<file path="src/hdl/pmsb_ram.sv">
// generic single-port synchronous ram, registered read, no reset
// standalone; instanced by priority_masked_sprite_blit_core
`default_nettype none

module pmsb_ram #(
  parameter int WIDTH = 8,
  parameter int DEPTH = 256
) (
  input  wire logic                     clk_i,
  input  wire logic                     we_i,
  input  wire logic [$clog2(DEPTH)-1:0] addr_i,
  input  wire logic [WIDTH-1:0]         wdata_i,
  output logic      [WIDTH-1:0]         rdata_o
);

  logic [WIDTH-1:0] mem [DEPTH];

  always_ff @(posedge clk_i) begin
    if (we_i) begin
      mem[addr_i] <= wdata_i;
    end else begin
      rdata_o <= mem[addr_i];
    end
  end

endmodule

`default_nettype wire

</file>
<file path="config.mk">
export PLATFORM = sky130hd
export DESIGN_NAME = pmsb_ram
export DESIGN_NICKNAME = d
export VERILOG_FILES = /design/src/hdl/pmsb_ram.sv
export SDC_FILE = /design/constraint.sdc
export NUM_CORES = 2
export LEC_CHECK = 0
export ABC_AREA = 1
export CELL_PAD_IN_SITES_DETAIL_PLACEMENT = 1
export CELL_PAD_IN_SITES_GLOBAL_PLACEMENT = 1
export CORE_UTILIZATION = 40
export CTS_BUF_LIST = sky130_fd_sc_hd__clkbuf_2 sky130_fd_sc_hd__clkbuf_4 sky130_fd_sc_hd__clkbuf_8
export CTS_CLUSTER_DIAMETER = 40
export DETAILED_ROUTE_END_ITERATION = 8
export DONT_BUFFER_PORTS = 1
export GPL_TIMING_DRIVEN = 0
export PLACE_DENSITY = 0.69
export RECOVER_POWER = 50
export SYNTH_ARGS = -nofsm -noshare
export SYNTH_HDL_FRONTEND = slang
export SYNTH_SLANG_ARGS = --single-unit
export TNS_END_PERCENT = 10
</file>
<file path="constraint.sdc">
create_clock -name clk_i -period 2.58 [get_ports clk_i]
set_input_delay 0.129 -clock clk_i [delete_from_list [all_inputs] [get_ports clk_i]]
set_output_delay 0.129 -clock clk_i [all_outputs]
set_load 0.01 [all_outputs]
</file>
==> reports/metrics.cfg <==
[status]
status = finished with violations
violations = hold timing, setup timing

[synth]
synth_nets = 8040
ys_ff_latch = 2056
synthAdderAreaFrac = 0
synth-simple-area-share = 0.238
synth-compound-area-share = 0.0113
synth_area_per_cell_um2 = 10.6
synth.cell_area_um2 = 85000
synth.distinct_cells = 17
synth_mux_area_frac = 0
synth-xor-area-share = 0
yosysSeqAreaShare = 0.727
synth_top_family_by_area = simple AND/OR/NAND/NOR gates
synth_warnings = 0
synthCells = 8022

[final_layout]
layout-drive-gt1-share = 0.0946
layout_commonest_cell = nand2_1
final_cell_mix = nand2_1 (4770), edfxtp_1 (2056), clkbuf_8 (385)
final_cells = 11500
seq_area_um2 = 61700
num-nets-final = 8434
n_fill_cell = 23000
area_delta_synth_final_pct = 13.1
multi_input_area_um2 = 21300

[grt]
track_usage = 0.267
grt.overflow.total = 0
grt_pass1_wl_um = 414000
antenna_found_initial = 13
grt_max_degree = 257
grt_pass1_vias = 61200

[worst_setup_path]
path_max_fanout = 10
crit_path_end_kind = flip-flop
path_class = in2reg
critPathArrivalTime_ns = 3.43
critPathLaunch = addr_i[7]
worstReg2RegEnd = rdata_o[5]
cpPeakStageDelay_ns = 0.78
cp.required_ns = 3.25
critPathTopFamily = simple AND/OR/NAND/NOR gates
critPathLaunchType = input pin
reg2reg_depth = 10
critPathSlowestCell = nor2_1
path_cells = dlygate4sd3_1 -> nand2_1 -> inv_1 -> nand3_1 -> clkbuf_1 -> nor2_1
r2r_setup_slack_ns = -0.05
r2r_start = mem[232][5]
cp_num_buf_inv = 3

[timing]
hold_viol = 1922
tns_ns = -24.52
hold_ws_ns = -0.701
timing.fmax_ghz = 0.363
min_period_over_period = 1.07
rsz0062_at_grt = true
worst_pin_slew_ns = 1.47
slew_headroom = 0.0179
timing.final.crit_period_ns = 2.75
slew_viol_final = 0
setup_slack_ns = -0.175
setup_viol = 373
skew_ns = 0.0714

[detailed_routing]
via_count = 60100
drcViolationCount = 0
vias_per_cell = 5.22
first_pass_iters = 7
totalWireLength_um = 290000
first_iter_violations = 5786
route.antenna.remaining_nets = 0
avgRoutedWirePerCell_um = 25.2

[placement]
portBuffers = 0
place.gp.congestion = 0.989
numPlacedInstances = 10800
post-dp-hpwl_um = 191000

[cts]
cts.path.max_buffers = 4
path_clk_slew_ns = 0.06
clockRootBuffer = clkbuf_8
cts_buffers = 377
hold_buffers = 13
cts_tree = built
clk_latency_ns = 1.07
cts_max_level = 5
clock_sinks = 2056

[floorplan]
dieArea_um2 = 214000
fp-row-count = 168
die_w_um = 463
num_io_pins = 26
die_y_um = 463
start_util = 0.404
core_area_um2 = 210000

[flow_run]
cap_viol_max_count = 0

[min_path]
hold_class = in2reg
min_delay_path_depth = 0
min_to = mem[183][4]
hp-start = wdata_i[4]

[power]
p_leak_uw = 0.0380
ir_worst_vdd_mv = 0.589
p_per_area_nw_per_um2 = 748
total_power_uw = 71900

-- metrics by stage --
| step | hold WS [ns] | util | setup WS, ns | area (um2) |
|---|---|---|---|---|
| 2_1_floorplan | 0.228 | - | 0.609 | 85000 |
| 3_3_place_gp | 0.313 | 0.420 | -1.50 | 88500 |
| 3_5_place_dp | 0.308 | 0.420 | -1.58 | 88500 |
| 4_1_cts | -0.890 | 0.456 | -0.0226 | 96000 |
| 5_1_grt | -0.834 | 0.457 | -0.0600 | 96100 |
| 6_report | -0.701 | 0.457 | -0.175 | 96100 |
-- worst reg2reg max path, delay by kind of cell, from the launching register on --
kind | cells | cell delay, ns
simple gates | 7 | 1.00
compound gates | 3 | 0.91
flops | 1 | 0.36
-- layout make-up --
cell class,instances,area share
diodes,6,0.000156
plain buffers,417,0.0198
clock buffers,483,0.0628
clock inverters,168,0.0136
inverters,36,0.00146
multi-input cells,5513,0.221
flip-flops and latches,2056,0.643
well taps,2805,0.0365
repair buffers,15,0.00151
-- power by group --
group / switching [uW] / internal [uW] / leakage (uW)
combinational: 3100 / 858 / 0.0157
sequential: 29.7 / 36900 / 0.0185
clock: 13800 / 17200 / 0.00382
-- cell families (layout without fill, tap and decap cells) --
group | Yosys count | in the layout
compound gates | 192 | 192
other cells | 0 | 6
simple gates | 5321 | 5321
buf+inv | 453 | 1119
flops | 2056 | 2056
-- cell usage after synthesis, drive strengths merged --
cell type  count  area [um2]
a21oi         32         160
buf          246        1240
clkbuf       171         642
edfxtp      2056       61700
inv           36         140
nand2       4771       17900
nand3        188         941
nor2         362        1380
o21ai        160         801
-- repair_timing --
item	in CTS	in global routing
setup buffers	2	0
resized for setup	13	30
pin swaps	3	0
endpoints found under the hold margin	2509	2048
endpoints found under the setup margin	972	249
-- sequential cells by signal (all words and copies together), names as in the netlist --
name and cells:
mem 2048, rdata_o 8
-- per-layer routing --
metal / up-vias / wire, um / track usage / part of all wire
met1: 30200 / 123000 / 0.357 / 0.42
met2: 2140 / 134000 / 0.425 / 0.46
met4: 0 / 11500 / 0.108 / 0.040
met5: - / 0 / 0 / 0
li1: 27200 / - / - / -
met3: 498 / 21700 / 0.0542 / 0.075
-- worst max-delay path by stage --
stage	slack, ns	to	cells past startpoint
floorplan	0.61	mem[238][0]	10
global placement	-1.50	mem[135][5]	9
detailed placement	-1.58	mem[176][3]	9
CTS	-0.02	mem[118][4]	9
global route	-0.06	mem[222][7]	10
finish	-0.17	mem[163][6]	6
No activity file was read; power rests on OpenSTA's default activity.
